### src/rtl/pmrt_pkg.sv
package pmrt_pkg;

  // Default depth of the queue behind the classifier and of the result queue.
  localparam int unsigned QUEUE_DEPTH = 2;

  // Delimiter octets.
  localparam logic [7:0] PREAMBLE_OCTET = 8'h55;
  localparam logic [7:0] CODE_EXPRESS   = 8'hd5;
  localparam logic [7:0] CODE_VERIFY    = 8'h07;
  localparam logic [7:0] CODE_RESPOND   = 8'h19;

  // The start codes double as fragment count codes; index 0..3 in both tables.
  localparam logic [7:0] START_CODES [4] = '{8'he6, 8'h4c, 8'h7f, 8'hb3};
  localparam logic [7:0] CONT_CODES  [4] = '{8'h61, 8'h52, 8'h9e, 8'h2a};

  // The merge CRC is the plain CRC with its upper half inverted.
  localparam logic [31:0] MERGE_CRC_MASK = 32'hffff0000;

  // Fragment count stored after a cleared context.
  localparam logic [1:0] LAST_COUNT_RESET = 2'd3;

  typedef enum logic [2:0] {
    KIND_EXPRESS = 3'd0,
    KIND_VERIFY  = 3'd1,
    KIND_RESPOND = 3'd2,
    KIND_START   = 3'd3,
    KIND_CONT    = 3'd4,
    KIND_INVALID = 3'd5
  } kind_t;

  typedef enum logic [1:0] {
    CRC_PLAIN = 2'd0,
    CRC_MERGE = 2'd1,
    CRC_BAD   = 2'd2
  } crc_t;

  typedef enum logic [2:0] {
    DISP_IGNORE  = 3'd0,
    DISP_DELIVER = 3'd1,
    DISP_START   = 3'd2,
    DISP_APPEND  = 3'd3,
    DISP_FINAL   = 3'd4,
    DISP_REJECT  = 3'd5
  } disp_t;

  // Result of looking a code up in one of the four-entry code tables.
  typedef struct packed {
    logic       hit;
    logic [1:0] idx;
  } code_hit_t;

  // A classified word, as handed from the front end to the back end.
  typedef struct packed {
    kind_t       kind;
    crc_t        crc;
    logic [1:0]  start_idx;
    logic [1:0]  cont_idx;
    logic [15:0] len;
  } class_t;

  // A finished result word.
  typedef struct packed {
    kind_t       kind;
    crc_t        crc;
    disp_t       disp;
    logic [15:0] offset;
    logic [15:0] assembled;
  } result_t;

  // Finds a code in a four-entry table; the first match wins.
  function automatic code_hit_t code_lookup(input logic [7:0] code, input logic [7:0] tab [4]);
    code_hit_t r;
    r = '0;
    for (int i = 3; i >= 0; i--) begin
      if (tab[i] == code) begin
        r.hit = 1'b1;
        r.idx = 2'(i);
      end
    end
    return r;
  endfunction

endpackage

### src/rtl/pmrt_fifo.sv
module pmrt_fifo #(
  parameter int unsigned WIDTH = 8,
  parameter int unsigned DEPTH = 2
) (
  input  logic             clk,
  input  logic             rst,
  input  logic             push,
  output logic             full,
  input  logic [WIDTH-1:0] wdata,
  input  logic             pop,
  output logic             empty,
  output logic [WIDTH-1:0] rdata
);

  localparam int unsigned AW = (DEPTH > 1) ? $clog2(DEPTH) : 1;
  localparam int unsigned CW = $clog2(DEPTH + 1);

  logic [WIDTH-1:0] mem [DEPTH];
  logic [AW-1:0]    wr_ptr;
  logic [AW-1:0]    rd_ptr;
  logic [CW-1:0]    count;
  logic             do_push;
  logic             do_pop;

  assign full    = (count == CW'(DEPTH));
  assign empty   = (count == '0);
  assign do_push = push && !full;
  assign do_pop  = pop && !empty;
  assign rdata   = mem[rd_ptr];

  // Storage is written in place; it needs no reset.
  always_ff @(posedge clk) begin
    if (do_push) begin
      mem[wr_ptr] <= wdata;
    end
  end

  // Pointers wrap at the depth, which need not be a power of two.
  always_ff @(posedge clk) begin
    if (rst) begin
      wr_ptr <= '0;
      rd_ptr <= '0;
      count  <= '0;
    end else begin
      if (do_push) begin
        wr_ptr <= (wr_ptr == AW'(DEPTH - 1)) ? '0 : wr_ptr + 1'b1;
      end
      if (do_pop) begin
        rd_ptr <= (rd_ptr == AW'(DEPTH - 1)) ? '0 : rd_ptr + 1'b1;
      end
      if (do_push && !do_pop) begin
        count <= count + 1'b1;
      end else if (do_pop && !do_push) begin
        count <= count - 1'b1;
      end
    end
  end

endmodule

### src/rtl/pmrt_front.sv
module pmrt_front (
  input  logic [7:0]           lead_octet,
  input  logic [7:0]           smd_octet,
  input  logic [15:0]          data_length,
  input  logic [31:0]          computed_crc,
  input  logic [31:0]          rx_crc,
  output pmrt_pkg::class_t     cls
);

  import pmrt_pkg::*;

  code_hit_t start_hit;
  code_hit_t cont_hit;
  crc_t      crc;
  kind_t     kind;

  assign start_hit = code_lookup(smd_octet, START_CODES);
  assign cont_hit  = code_lookup(lead_octet, CONT_CODES);

  // Sort the CRC: plain match first, then the merge-modified form.
  always_comb begin
    priority if (rx_crc == computed_crc) begin
      crc = CRC_PLAIN;
    end else if (rx_crc == (computed_crc ^ MERGE_CRC_MASK)) begin
      crc = CRC_MERGE;
    end else begin
      crc = CRC_BAD;
    end
  end

  // Sort the packet kind from the two delimiter octets.
  always_comb begin
    if (lead_octet == PREAMBLE_OCTET) begin
      priority if (start_hit.hit) begin
        kind = KIND_START;
      end else if (smd_octet == CODE_VERIFY) begin
        kind = KIND_VERIFY;
      end else if (smd_octet == CODE_RESPOND) begin
        kind = KIND_RESPOND;
      end else if (smd_octet == CODE_EXPRESS) begin
        kind = KIND_EXPRESS;
      end else begin
        kind = KIND_INVALID;
      end
    end else if (cont_hit.hit && start_hit.hit) begin
      kind = KIND_CONT;
    end else begin
      kind = KIND_INVALID;
    end
  end

  assign cls = '{kind: kind, crc: crc, start_idx: start_hit.idx,
                 cont_idx: cont_hit.idx, len: data_length};

endmodule

### src/rtl/pmrt_back.sv
module pmrt_back (
  input  logic              clk,
  input  logic              rst,
  input  logic              take,
  input  pmrt_pkg::class_t  cls,
  output pmrt_pkg::result_t res
);

  import pmrt_pkg::*;

  logic        ctx_active;
  logic [1:0]  exp_smd;
  logic [1:0]  last_count;
  logic [15:0] acc_len;

  logic        ctx_active_next;
  logic [1:0]  exp_smd_next;
  logic [1:0]  last_count_next;
  logic [15:0] acc_len_next;

  logic        match;
  logic [16:0] sum;
  logic [15:0] sat_sum;

  // A continuation must follow the open context with the next fragment count.
  assign match   = ctx_active && (exp_smd == cls.cont_idx) &&
                   ((last_count + 2'd1) == cls.start_idx);
  assign sum     = {1'b0, acc_len} + {1'b0, cls.len};
  assign sat_sum = sum[16] ? 16'hffff : sum[15:0];

  // Disposition and the next context for the word at the head of the queue.
  always_comb begin
    ctx_active_next = ctx_active;
    exp_smd_next    = exp_smd;
    last_count_next = last_count;
    acc_len_next    = acc_len;
    res             = '{kind: cls.kind, crc: cls.crc, disp: DISP_IGNORE,
                        offset: 16'd0, assembled: 16'd0};
    unique case (cls.kind)
      KIND_EXPRESS: begin
        if (cls.crc == CRC_PLAIN) begin
          res.disp      = DISP_DELIVER;
          res.assembled = cls.len;
        end else begin
          res.disp = DISP_REJECT;
        end
      end
      KIND_START: begin
        ctx_active_next = 1'b0;
        exp_smd_next    = 2'd0;
        last_count_next = LAST_COUNT_RESET;
        acc_len_next    = 16'd0;
        if (cls.crc == CRC_PLAIN) begin
          res.disp      = DISP_DELIVER;
          res.assembled = cls.len;
        end else if (cls.crc == CRC_MERGE) begin
          ctx_active_next = 1'b1;
          exp_smd_next    = cls.start_idx;
          acc_len_next    = cls.len;
          res.disp        = DISP_START;
          res.assembled   = cls.len;
        end else begin
          res.disp = DISP_REJECT;
        end
      end
      KIND_CONT: begin
        if (match && cls.crc == CRC_MERGE) begin
          acc_len_next    = sat_sum;
          last_count_next = cls.start_idx;
          res.disp        = DISP_APPEND;
          res.offset      = acc_len;
          res.assembled   = sat_sum;
        end else begin
          ctx_active_next = 1'b0;
          exp_smd_next    = 2'd0;
          last_count_next = LAST_COUNT_RESET;
          acc_len_next    = 16'd0;
          if (match) begin
            res.disp      = DISP_FINAL;
            res.offset    = acc_len;
            res.assembled = sat_sum;
          end else begin
            res.disp = DISP_REJECT;
          end
        end
      end
      KIND_INVALID: begin
        res.disp = DISP_REJECT;
      end
      default: begin
        res.disp = DISP_IGNORE;
      end
    endcase
  end

  // Reassembly context, updated once per word taken.
  always_ff @(posedge clk) begin
    if (rst) begin
      ctx_active <= 1'b0;
      exp_smd    <= 2'd0;
      last_count <= LAST_COUNT_RESET;
      acc_len    <= 16'd0;
    end else if (take) begin
      ctx_active <= ctx_active_next;
      exp_smd    <= exp_smd_next;
      last_count <= last_count_next;
      acc_len    <= acc_len_next;
    end
  end

endmodule

### src/rtl/preemption_mpacket_reassembly_tracker_unit.sv
// Receive-side tracker for preempted (mPacket) traffic. Each word pushed in
// summarises one mPacket: its two delimiter octets, its data length and the
// computed and received CRCs. Exactly one result word comes out per input
// word, in order: the packet kind, the CRC class, what to do with the data
// and, for fragments, the byte offset and the saturating assembled length.
// Both sides behave as queues (push/full, pop/empty). The block takes one
// word every clock cycle while full is low; an accepted word is held in the
// classifier queue, is then written into the result queue and is then shown
// on the result ports, one register stage in each of the two queues.
// The sustained rate is set by the single context update in the back end.
// There is no start-up pass after reset.
module preemption_mpacket_reassembly_tracker_unit #(
  parameter int unsigned QUEUE_DEPTH = pmrt_pkg::QUEUE_DEPTH
) (
  input  logic        clk,
  input  logic        rst,
  input  logic        push,
  output logic        full,
  input  logic [7:0]  lead_octet,
  input  logic [7:0]  smd_octet,
  input  logic [15:0] data_length,
  input  logic [31:0] computed_crc,
  input  logic [31:0] rx_crc,
  output logic        empty,
  input  logic        pop,
  output logic [2:0]  packet_kind,
  output logic [1:0]  crc_status,
  output logic [2:0]  disposition,
  output logic [15:0] fragment_offset,
  output logic [15:0] assembled_length
);

  import pmrt_pkg::*;

  localparam int unsigned CLASS_W  = $bits(class_t);
  localparam int unsigned RESULT_W = $bits(result_t);

  class_t              cls_in;
  logic [CLASS_W-1:0]  cls_q_raw;
  class_t              cls_q;
  logic                mid_empty;
  logic                out_full;
  logic                take;
  result_t             res;
  logic [RESULT_W-1:0] res_q_raw;
  result_t             res_q;

  // Front end: classify the incoming word.
  pmrt_front u_front (
    .lead_octet   (lead_octet),
    .smd_octet    (smd_octet),
    .data_length  (data_length),
    .computed_crc (computed_crc),
    .rx_crc       (rx_crc),
    .cls          (cls_in)
  );

  // Queue between the classifier and the context logic.
  pmrt_fifo #(
    .WIDTH (CLASS_W),
    .DEPTH (QUEUE_DEPTH)
  ) u_mid_q (
    .clk   (clk),
    .rst   (rst),
    .push  (push),
    .full  (full),
    .wdata (cls_in),
    .pop   (take),
    .empty (mid_empty),
    .rdata (cls_q_raw)
  );

  assign cls_q = class_t'(cls_q_raw);
  assign take  = !mid_empty && !out_full;

  // Back end: apply the word to the reassembly context.
  pmrt_back u_back (
    .clk  (clk),
    .rst  (rst),
    .take (take),
    .cls  (cls_q),
    .res  (res)
  );

  // Result queue towards the consumer.
  pmrt_fifo #(
    .WIDTH (RESULT_W),
    .DEPTH (QUEUE_DEPTH)
  ) u_out_q (
    .clk   (clk),
    .rst   (rst),
    .push  (take),
    .full  (out_full),
    .wdata (res),
    .pop   (pop),
    .empty (empty),
    .rdata (res_q_raw)
  );

  assign res_q            = result_t'(res_q_raw);
  assign packet_kind      = res_q.kind;
  assign crc_status       = res_q.crc;
  assign disposition      = res_q.disp;
  assign fragment_offset  = res_q.offset;
  assign assembled_length = res_q.assembled;

endmodule

### config.mk
export PLATFORM = sky130hd
export DESIGN_NAME = preemption_mpacket_reassembly_tracker_unit
export DESIGN_NICKNAME = d
export VERILOG_FILES = /design/src/rtl/pmrt_pkg.sv /design/src/rtl/pmrt_fifo.sv /design/src/rtl/pmrt_front.sv /design/src/rtl/pmrt_back.sv /design/src/rtl/preemption_mpacket_reassembly_tracker_unit.sv
export SDC_FILE = /design/constraint.sdc
export NUM_CORES = 1
export LEC_CHECK = 0
export BUFFER_PORTS_ARGS = -buffer_cell sky130_fd_sc_hd__buf_4
export CAP_MARGIN = 10
export CORE_AREA = 3 3 142 144
export CTS_BUF_LIST = sky130_fd_sc_hd__clkbuf_2 sky130_fd_sc_hd__clkbuf_4 sky130_fd_sc_hd__clkbuf_8
export DETAILED_ROUTE_END_ITERATION = 10
export DIE_AREA = 0 0 145 147
export HOLD_SLACK_MARGIN = 0.08
export PLACE_DENSITY = 0.73
export REMOVE_ABC_BUFFERS = 1
export SLEW_MARGIN = 0
export SYNTH_ARGS = -nofsm -noshare
export SYNTH_HDL_FRONTEND = slang
export SYNTH_HIERARCHICAL = 1
export SYNTH_SLANG_ARGS = --single-unit
export TNS_END_PERCENT = 30
### constraint.sdc
create_clock -name clk -period 2.7 [get_ports clk]
set_input_delay 0.54 -clock clk [delete_from_list [all_inputs] [get_ports clk]]
set_output_delay 0.54 -clock clk [all_outputs]
set_load 0.05 [all_outputs]
### Yosys cells after proc, flatten, opt, wreduce, memory -nomap -nowiden

Memory sizes are Yosys's and may differ from the RTL's. A register that Yosys moved wholly into a read port is not among the register bits.
Cells that the tools add are included.

* register bits after elaboration: 29
* memory bits (writable): 130
* input bits: 100
* output and inout bits: 42
* word-level logic and storage cells: 134
* memories: 2

Memories
* u_out_q.mem: depth 2, bits a word 40, read ports 1, clocked after Yosys merged registers in 1, wr ports 1, line pmrt_fifo.sv:18 `logic [WIDTH-1:0] mem [DEPTH];`
* u_mid_q.mem: depth 2, bits a word 25, read ports 1, clocked after Yosys merged registers in 1, wr ports 1, line pmrt_fifo.sv:18

* add/sub/neg operators: 10
* equal/unequal tests: 23
* mux-type cells: 58
* bitwise gates (word level): 1
* reductions and logical operators: 30

Operators with widths (number)
* $mux W16: 7
* $eq A32 B32 Y1: 2
* $mux W3: 16
* $pmux W16 S3: 1
* $mux W35: 1
* $eq A7 B8 Y1 const A: 4
* $mux W32: 1
* $pmux W16 S2: 1
* $eq A8 B8 Y1 const A: 3
* $mux W2: 10
* $add A16 B16 Y17: 1
* $mux W1: 17
* $not A16 Y16: 1
* $logic_and A1 B1 Y1: 13
* $pmux W3 S4: 1
* $eq A6 B8 Y1 const A: 1
* $eq A8 B3 Y1 const B: 1
* $eq A8 B5 Y1 const B: 1
* $eq A8 B7 Y1 const B: 1
* $eq A8 B8 Y1 const B: 1
* $logic_not A1 Y1: 8
* $pmux W2 S2: 2
* $add A2 B1 Y2 const B: 3
* $eq A3 B3 Y1 const B: 2
* 13 further kinds: 23

### Longest topological paths before layout

Gate-level depths: netlist (run 1).

* depth after elaboration: 8
* mapped depth: 12
* mapped depth without buffers: 9

### By module

Netlist (run 1), hierarchy kept.

Modules (own cells, without submodules)
* pmrt_fifo (u_out_q): times used 1, cells an instance 149, area an instance 3090.5 um^2, seq. area each 2502.4 um^2
* pmrt_back: times used 1, cells an instance 325, area an instance 2331.0 um^2, seq. area each 420.4 um^2
* pmrt_fifo (u_mid_q): times used 1, cells an instance 103, area an instance 2018.2 um^2, seq. area each 1601.5 um^2
* pmrt_front: times used 1, cells an instance 114, area an instance 823.3 um^2, seq. area each 0.0 um^2
* preemption_mpacket_reassembly_tracker_unit: times used 1, cells an instance 1, area an instance 3.8 um^2, seq. area each 0.0 um^2

### Worst setup path before layout (run 1)

OpenSTA, ideal clock, no wires.

* path kind: reg2reg
* start point: register with a tool-made name
* end point: memory u_out_q/mem[0][11] (netlist bit) (data pin)
* library setup time: 272 ps
* data arrival time: 2729 ps
* data required time: 2428 ps
* slack: -301 ps
* stages on the path, launching flop included: 11
* path buffers: 2
* clock period less this slack: 3001 ps
* cell sequence: dfxtp_1 -> buf_2 -> buf_4 -> mux2_2 -> ha_1 -> and2_4 -> a221o_1 -> o211a_1 -> or4_1 -> nand4_1 -> o211ai_1

RTL lines (line)
* end: declaration: pmrt_fifo.sv:18

==> out/qor.tcl, run 1 <==
set qor(run_status) {finished, violations left}
set qor(violations_in_the_final_reports) {negative setup slack}
set qor(total_number_of_vias) 6329
set qor(start_util_pct) 43.9
set qor(pin_count_of_the_biggest_net_entering_global_routing) 41
set qor(synthMostInstantiatedCell) {sky130_fd_sc_hd__edfxtp_1}
set qor(cts.clk_slew.worst_paths_ps) 80
set qor(max_slew.worst_pin.slew_ps) 791
set qor(via_per_inst) 5.33
set qor(synth_common_cells) {sky130_fd_sc_hd__edfxtp_1 (130), sky130_fd_sc_hd__mux2_2 (65), sky130_fd_sc_hd__nor2_1 (40)}
set qor(synthDominantCellAreaShare_pct) 47.2
set qor(number_of_buffers_created_by_cts) 17
set qor(vias_in_the_first_global_route) 6296
set qor(synth_mux_area_share_pct) 9.34
set qor(synth_edf_count) 130
set qor(antenna_cells) 0
set qor(place_worst_setup_slack_ps) -414
set qor(adder_cell_area_share_of_the_yosys_netlist_pct) 2.97
set qor(design_power_w) 0.00982
set qor(synthesis.instances) 692
set qor(setup_failing_eps_final) 9
set qor(register_area_share_after_synthesis_pct) 54.7
set qor(drt_first_iter_violations) 436
set qor(ios) 142
set qor(critPathLaunchType) {register}
set qor(hold_viol_final) 0
set qor(peakVddDrop_mv) 0.427
set qor(dominant_combinational_cell_family_by_area_after_synthesis) {simple AND/OR/NAND/NOR gates}
set qor(worst_slack_ps) -152
set qor(slew_viol_final) 0
set qor(port-buffer-count) 141
set qor(dominantRegCellSynth) {sky130_fd_sc_hd__edfxtp_1}
set qor(cellPowerDensity_mw_per_mm2) 875
set qor(root_cell_of_the_clock_tree) {sky130_fd_sc_hd__clkbuf_8}
set qor(die_h_um) 147
set qor(wl_per_cell_um) 17.0
set qor(gr-total-overflow) 0
set qor(antenna_found_initial) 0
set qor(synth-compound-area-share_pct) 9.96
set qor(detailedRoute.firstPassIterationCount) 5
set qor(switching_power_w) 0.00376
set qor(rsz0062_at_grt) {true}
set qor(critical_path.endpoint_type) {register}
set qor(netlist_area_mm2) 0.00827
set qor(synth_top_cell_by_area) {sky130_fd_sc_hd__edfxtp_1}
set qor(core_area_mm2) 0.0188
set qor(drive_above_1_share_pct) 44.9
set qor(fin_crit_sh_pct) 106
set qor(final_core_area_utilization_pct) 59.6
set qor(p_sw_share_pct) 38.3
set qor(grt_use_total_pct) 18.4
set qor(clk-insertion-delay-late_ps) 460
set qor(power_report.internal_total_w) 0.00606
set qor(async_flop_share_pct) 0
set qor(power_leakage_nw) 4.43
set qor(clock.fmax_mhz) 351
set qor(timing.hold.worst.start) {data_length[9]}
set qor(synthToLayoutAreaGrowth_pct) 35.7
set qor(synth_cell_type_count) 69
set qor(post_synthesis_xor_xnor_area_fraction_pct) 5.19
set qor(maxCapViolCount) 0
set qor(power.share.combinational_pct) 47.2
set qor(totalWireLength_um) 20200
set qor(timing.hold.worst.class) {input port to register}
set qor(clock-skew-final_ps) 12.3
set qor(cts.htree.levels) 4
set qor(worst-endpoint-arrival_ps) 3050
set qor(drc) 0
set qor(design.final.nets) 1035
set qor(path_max_fanout) 6
set qor(hpwl_um) 14000
set qor(syn-mean-instance-area_um2) 11.9
set qor(gp_congestion) 0.921
set qor(dieArea_mm2) 0.0213
set qor(grt_pass1_wl_um) 31500
set qor(rows) 50
set qor(synth_simple_gate_area_share_pct) 14.0
set qor(drtAntennaViolNets) 0
set qor(clock_share_of_power_pct) 18.1
set qor(max_slew_margin_pct) 47.2
set qor(postSynthRegisterBits) 161
set qor(synth_top_cells_by_area) {sky130_fd_sc_hd__edfxtp_1 (47%), sky130_fd_sc_hd__mux2_2 (8.9%), sky130_fd_sc_hd__dfxtp_1 (7.5%)}
set qor(die-width_um) 145
set qor(tritoncts) {yes}
set qor(min_period_ps) 2850
set qor(clock_sink_count) 161
set qor(cp_data_required_time_ps) 2900
set qor(seq_pwr_share_pct) 34.7
set qor(critical_path_class) {register to register}
set qor(clock_buffer_depth) 2
set qor(synth-warning-count) 6
-- flip-flops by register name, summed over array words and instances (netlist names), 2 cells and up, named ones only --
name,cells
u_mid_q/mem,50
u_back/acc_len,16
u_back/last_count,2
u_mid_q/count,2
u_out_q/mem,80
u_out_q/count,2
u_back/exp_smd,2
-- worst max-delay path, stage by stage, from the launching register on --
cell and delay [ps]:
sky130_fd_sc_hd__dfxtp_4 380, sky130_fd_sc_hd__buf_12 130, sky130_fd_sc_hd__buf_16 130, sky130_fd_sc_hd__mux2_4 330, sky130_fd_sc_hd__ha_4 180, sky130_fd_sc_hd__a21oi_4 210, sky130_fd_sc_hd__nor2_2 70, sky130_fd_sc_hd__a2111oi_4 410
sky130_fd_sc_hd__a21boi_4 150, sky130_fd_sc_hd__buf_6 140, sky130_fd_sc_hd__nand3b_1 200, sky130_fd_sc_hd__a22o_1 270
-- through the flow --
step | area [um^2] | hold WS (ps) | instances | TNS, ps
after floorplan | 8000 | 452 | 647 | -28330
after global placement | 10100 | 470 | 1140 | -9610
after detailed placement | 10100 | 475 | 1140 | -13060
after CTS | 11000 | 225 | 1186 | -415
after global routing | 11200 | 228 | 1188 | -3160
final | 11200 | 265 | 1188 | -527
-- what timing repair did --
item | in CTS | in global routing
endpoints found under the setup margin | 48 | 45
setup buffers | 14 | 5
gates cloned | 1 | 0
hold buffers | 0 | 0
pin swaps | 19 | 26
gates resized for setup | 64 | 52
-- path summary, 6_finish.rpt --
check,end,slack (ps),depth (start not counted)
setup reg to reg,u_out_q/mem[1][7],-150,11
hold reg to reg,u_mid_q/wr_ptr,490,2
setup / recovery,u_out_q/mem[1][7],-150,11
hold / removal,u_mid_q/mem[1][9],260,1
-- power groups by stage --
stage	combinational, W	clock [W]	sequential [W]
2_1_floorplan	0.00266	0	0.00351
6_report	0.00464	0.00177	0.00341
4_1_cts	0.00452	0.00182	0.00341
3_3_place_gp	0.00420	0	0.00343
5_1_grt	0.00491	0.00192	0.00346
3_5_place_dp	0.00423	0	0.00346
-- metal layers --
layer / GRT usage, % / vias to the layer above / wire length (um)
li1: - / 3047 / -
met1: 23.2 / 2988 / 8670
met2: 30.4 / 253 / 9660
met3: 4.78 / 41 / 1420
met4: 7.89 / 0 / 462
met5: 0 / - / 0
-- cells by family (layout without fill, tap and decap cells) --
| kind of cell | after synthesis | in the layout |
|---|---|---|
| buffers and inverters | 59 | 295 |
| adders and majority gates | 19 | 19 |
| and+or+nand+nor | 203 | 203 |
| DFF | 161 | 161 |
| AOI/OAI and AO/OA | 132 | 132 |
| xor gates and xnor gates | 49 | 49 |
| muxes | 69 | 69 |
-- cells in the final DEF, fill, tap and decap left out, types with 10 or more instances in the layout --
cell type                  count
sky130_fd_sc_hd__a21oi_1      31
sky130_fd_sc_hd__and3_1       29
sky130_fd_sc_hd__buf_4       233
sky130_fd_sc_hd__buf_6        10
sky130_fd_sc_hd__clkbuf_8     17
sky130_fd_sc_hd__dfxtp_1      30
sky130_fd_sc_hd__edfxtp_1    130
sky130_fd_sc_hd__ha_4         15
sky130_fd_sc_hd__inv_1        13
sky130_fd_sc_hd__mux2_2       49
sky130_fd_sc_hd__mux2_4       16
sky130_fd_sc_hd__nand2_1      37
sky130_fd_sc_hd__nor2_1       34
sky130_fd_sc_hd__nor3_1       10
sky130_fd_sc_hd__nor4_1       12
sky130_fd_sc_hd__o21ai_0      18
sky130_fd_sc_hd__o21ai_1      10
sky130_fd_sc_hd__xnor2_1      16
sky130_fd_sc_hd__xor2_1       33
-- area by class of cell --
| type | instances | area, um^2 |
|---|---|---|
| repair buffers | 250 | 2010 |
| well taps | 260 | 325 |
| fillers | 1492 | 7610 |
| multi-input cells | 472 | 3910 |
| flip-flops and latches | 161 | 4530 |
| clock inverters | 14 | 163 |
| inverters | 14 | 52.6 |
| clock buffers | 17 | 234 |
(Power assumes the default switching activity.)
==> inputs of run 2 (changes only) <==
--- a/config.mk
+++ b/config.mk
@@ -7,12 +7,12 @@
 export LEC_CHECK = 0
 export BUFFER_PORTS_ARGS = -buffer_cell sky130_fd_sc_hd__buf_4
 export CAP_MARGIN = 10
-export CORE_AREA = 3 3 142 144
+export CORE_AREA = 3 3 158 160
 export CTS_BUF_LIST = sky130_fd_sc_hd__clkbuf_2 sky130_fd_sc_hd__clkbuf_4 sky130_fd_sc_hd__clkbuf_8
 export DETAILED_ROUTE_END_ITERATION = 10
-export DIE_AREA = 0 0 145 147
+export DIE_AREA = 0 0 161 163
 export HOLD_SLACK_MARGIN = 0.08
-export PLACE_DENSITY = 0.73
+export PLACE_DENSITY = 0.63
 export REMOVE_ABC_BUFFERS = 1
 export SLEW_MARGIN = 0
 export SYNTH_ARGS = -nofsm -noshare
==> out/qor.tcl, run 2 (synthesis gave the netlist of run 1 again) <==
set qor(layout_commonest_cell) {sky130_fd_sc_hd__buf_4}
set qor(logic_depth_of_the_worst_path_buffers_included) 11 ;# unchanged
set qor(detailedRoute.firstPassIterationCount) 4 ;# -1
set qor(gr-total-overflow) 0 ;# unchanged
set qor(grt_pass1_wl_um) 32100 ;# +1.9%
set qor(largest-register) {u_out_q/mem}
set qor(timing.hold.worst.class) {input port to register}
set qor(cts_hold_buffers) 0 ;# unchanged
set qor(totalWireLength_um) 20200 ;# about the same
set qor(final_core_area_utilization_pct) 48.0 ;# -12 points
set qor(max_ffs_per_register) 80 ;# unchanged
set qor(tritoncts) {yes}
set qor(antenna_found_initial) 0 ;# unchanged
set qor(hold_viol_final) 0 ;# unchanged
set qor(total_number_of_vias) 6236 ;# -1.5%
set qor(start_util_pct) 35.1 ;# -8.8 points
set qor(drt_first_iter_violations) 340 ;# -22%
set qor(pin_count_of_the_biggest_net_entering_global_routing) 41 ;# unchanged
set qor(cts.htree.levels) 4 ;# unchanged
set qor(worst_slack_ps) -137 ;# +15.0 ps
set qor(via_per_inst) 5.04 ;# -5.4%
set qor(clock_sink_count) 161 ;# unchanged
set qor(maxCapViolCount) 0 ;# unchanged
set qor(cellPowerDensity_mw_per_mm2) 885 ;# +1.1%
set qor(crit_slowest_cell) {sky130_fd_sc_hd__dfxtp_4}
set qor(drc) 0 ;# unchanged
set qor(critical_path_class) {register to register}
set qor(clk-insertion-delay-late_ps) 450 ;# about the same
set qor(min_period_ps) 2840 ;# -15.0 ps
set qor(die-width_um) 161 ;# +11%
set qor(gp_congestion) 0.866 ;# -6.0%
set qor(drive_above_1_share_pct) 45.2 ;# +0.22 points
set qor(violations_in_the_final_reports) {negative setup slack}
set qor(max_slew.worst_pin.slew_ps) 569 ;# -222 ps
set qor(port-buffer-count) 141 ;# unchanged
set qor(hpwl_um) 14300 ;# +2.1%
set qor(setup_failing_eps_final) 34 ;# +25
set qor(rsz0062_at_grt) {true}
set qor(run_status) {finished, violations left}
set qor(worst-endpoint-arrival_ps) 3020 ;# -30 ps
set qor(path_max_fanout) 5 ;# -1
set qor(peakVddDrop_mv) 0.427 ;# -0.16%
set qor(synthToLayoutAreaGrowth_pct) 36.7
set qor(clock-skew-final_ps) 17.9 ;# +5.66 ps
set qor(critPathLaunchType) {register}
set qor(vias_in_the_first_global_route) 6321 ;# +0.40%
set qor(fin_crit_sh_pct) 105 ;# -0.56 points
set qor(root_cell_of_the_clock_tree) {sky130_fd_sc_hd__clkbuf_8}
set qor(design.final.nets) 1025 ;# -0.97%
set qor(max_slew_margin_pct) 62.1 ;# +15 points
set qor(wl_per_cell_um) 16.3 ;# -4.0%
set qor(placed_cells) 1193 ;# +4.6%
set qor(grt_most_used_layer) {met2}
set qor(cts.clk_slew.worst_paths_ps) 90 ;# about the same
set qor(biggest_registers_after_layout) {u_out_q/mem (80), u_mid_q/mem (50), u_back/acc_len (16)}
set qor(critical_path.cell_chain) {buf_12 -> mux2_4 -> buf_6 -> fa_2 -> a211oi_2 -> o211ai_1 -> nand4_1 -> buf_4 -> a21boi_4 -> nand3b_1 -> a22o_1}
set qor(worst_r2r_endpoint) {u_out_q/mem[0][7]}
set qor(design_power_w) 0.0100 ;# +1.8%
set qor(gr_layer_usage_met3_pct) 3.79 ;# -0.99 points
set qor(number_of_buffers_created_by_cts) 17 ;# unchanged
set qor(dieArea_mm2) 0.0262 ;# +23%
set qor(timing.reg2reg.worst_path_depth) 11 ;# unchanged
set qor(power_leakage_nw) 4.43 ;# about the same
set qor(hold-worst-slack_ps) 267 ;# +2.45 ps
set qor(ios) 142 ;# unchanged
set qor(grt_use_total_pct) 15.4 ;# -3.1 points
set qor(clock.fmax_mhz) 353 ;# +0.53%
set qor(crit_buf_inv) 3 ;# unchanged
set qor(use_met2_pct) 25.2 ;# -5.2 points
set qor(fillers) 2140 ;# +43%
set qor(final_cell_mix) {sky130_fd_sc_hd__buf_4 (221), sky130_fd_sc_hd__edfxtp_1 (130), sky130_fd_sc_hd__mux2_2 (51), sky130_fd_sc_hd__nor2_1 (35), sky130_fd_sc_hd__nand2_1 (34)}
set qor(core_area_mm2) 0.0235 ;# +25%
set qor(ff_to_ff_setup_slack_ps) -140 ;# +20 ps
set qor(clock_buffer_depth) 2 ;# unchanged
set qor(stdcell_count) 1238 ;# +4.2%
set qor(totalNegativeSetupSlack_ps) -1250 ;# -726 ps
set qor(timing.critical_path.max_delay_family) {compound AO/OA/AOI/OAI gates}
set qor(die_h_um) 163 ;# +11%
set qor(critical_path.endpoint_type) {register}
set qor(slew_viol_final) 0 ;# unchanged
set qor(use_met1_pct) 20.1 ;# -3.1 points
set qor(antenna_cells) 0 ;# unchanged
set qor(critical_path.max_stage_delay_ps) 400 ;# about the same
set qor(drtAntennaViolNets) 0 ;# unchanged
set qor(cp_data_required_time_ps) 2890 ;# about the same
set qor(rows) 56 ;# +12%
set qor(worst_setup_path_endpoint) {u_out_q/mem[0][7]}
-- run 2: changes by cell type in the layout (fill, tap and decap cells not counted), sizes merged --
cell      delta
buf         -10
clkinvlp     -2
clkbuf       +3
-- run 2: what timing repair did --
| action | CTS | global route |
|---|---|---|
| endpoints found under the setup margin | 48 | 50 |
| gates resized for setup | 95 | 29 |
| gates cloned | 1 | 0 |
| pin swaps | 39 | 24 |
| setup buffers | 10 | 3 |
-- run 2: metrics by stage --
step | cell area [um^2] | setup WS [ps]
finish | 11300 | -137
CTS | 11200 | -101
detailed placement | 10200 | -341
floorplan | 8000 | -686
global route | 11300 | -235
global placement | 10200 | -282
-- run 2: report_power, final --
part / switching, W / internal, W
sequential: 0.000159 / 0.00326
combinational: 0.00278 / 0.00194
clock: 0.000888 / 0.000968
-- run 2: area by class of cell --
type | instances | area [um^2] | share of cell area (%)
flip-flops and latches | 161 | 4530 | 40.1
multi-input cells | 472 | 3960 | 35.1
repair buffers | 240 | 1930 | 17.1
well taps | 319 | 399 | 3.53
clock buffers | 20 | 263 | 2.33
clock inverters | 12 | 159 | 1.41
inverters | 14 | 52.6 | 0.465
-- run 2: how the worst min path moves through the flow --
stage,endpoint,startpoint,depth (start not counted)
final,u_mid_q/mem[1][3],data_length[3],1
after CTS,u_mid_q/mem[1][0],data_length[0],1
after floorplan,u_mid_q/wr_ptr,u_mid_q/wr_ptr,2
after detailed placement,u_mid_q/wr_ptr,u_mid_q/wr_ptr,2
after global routing,u_mid_q/mem[1][5],data_length[5],1
after global placement,u_mid_q/wr_ptr,u_mid_q/wr_ptr,2
-- run 2: layer usage --
metal	up-vias	routed length [um]	share of wire (%)
li1	3024	-	-
met1	2989	9130	45
met2	208	9540	47
met3	15	1310	6.5
met4	0	236	1.2
met5	-	0	0
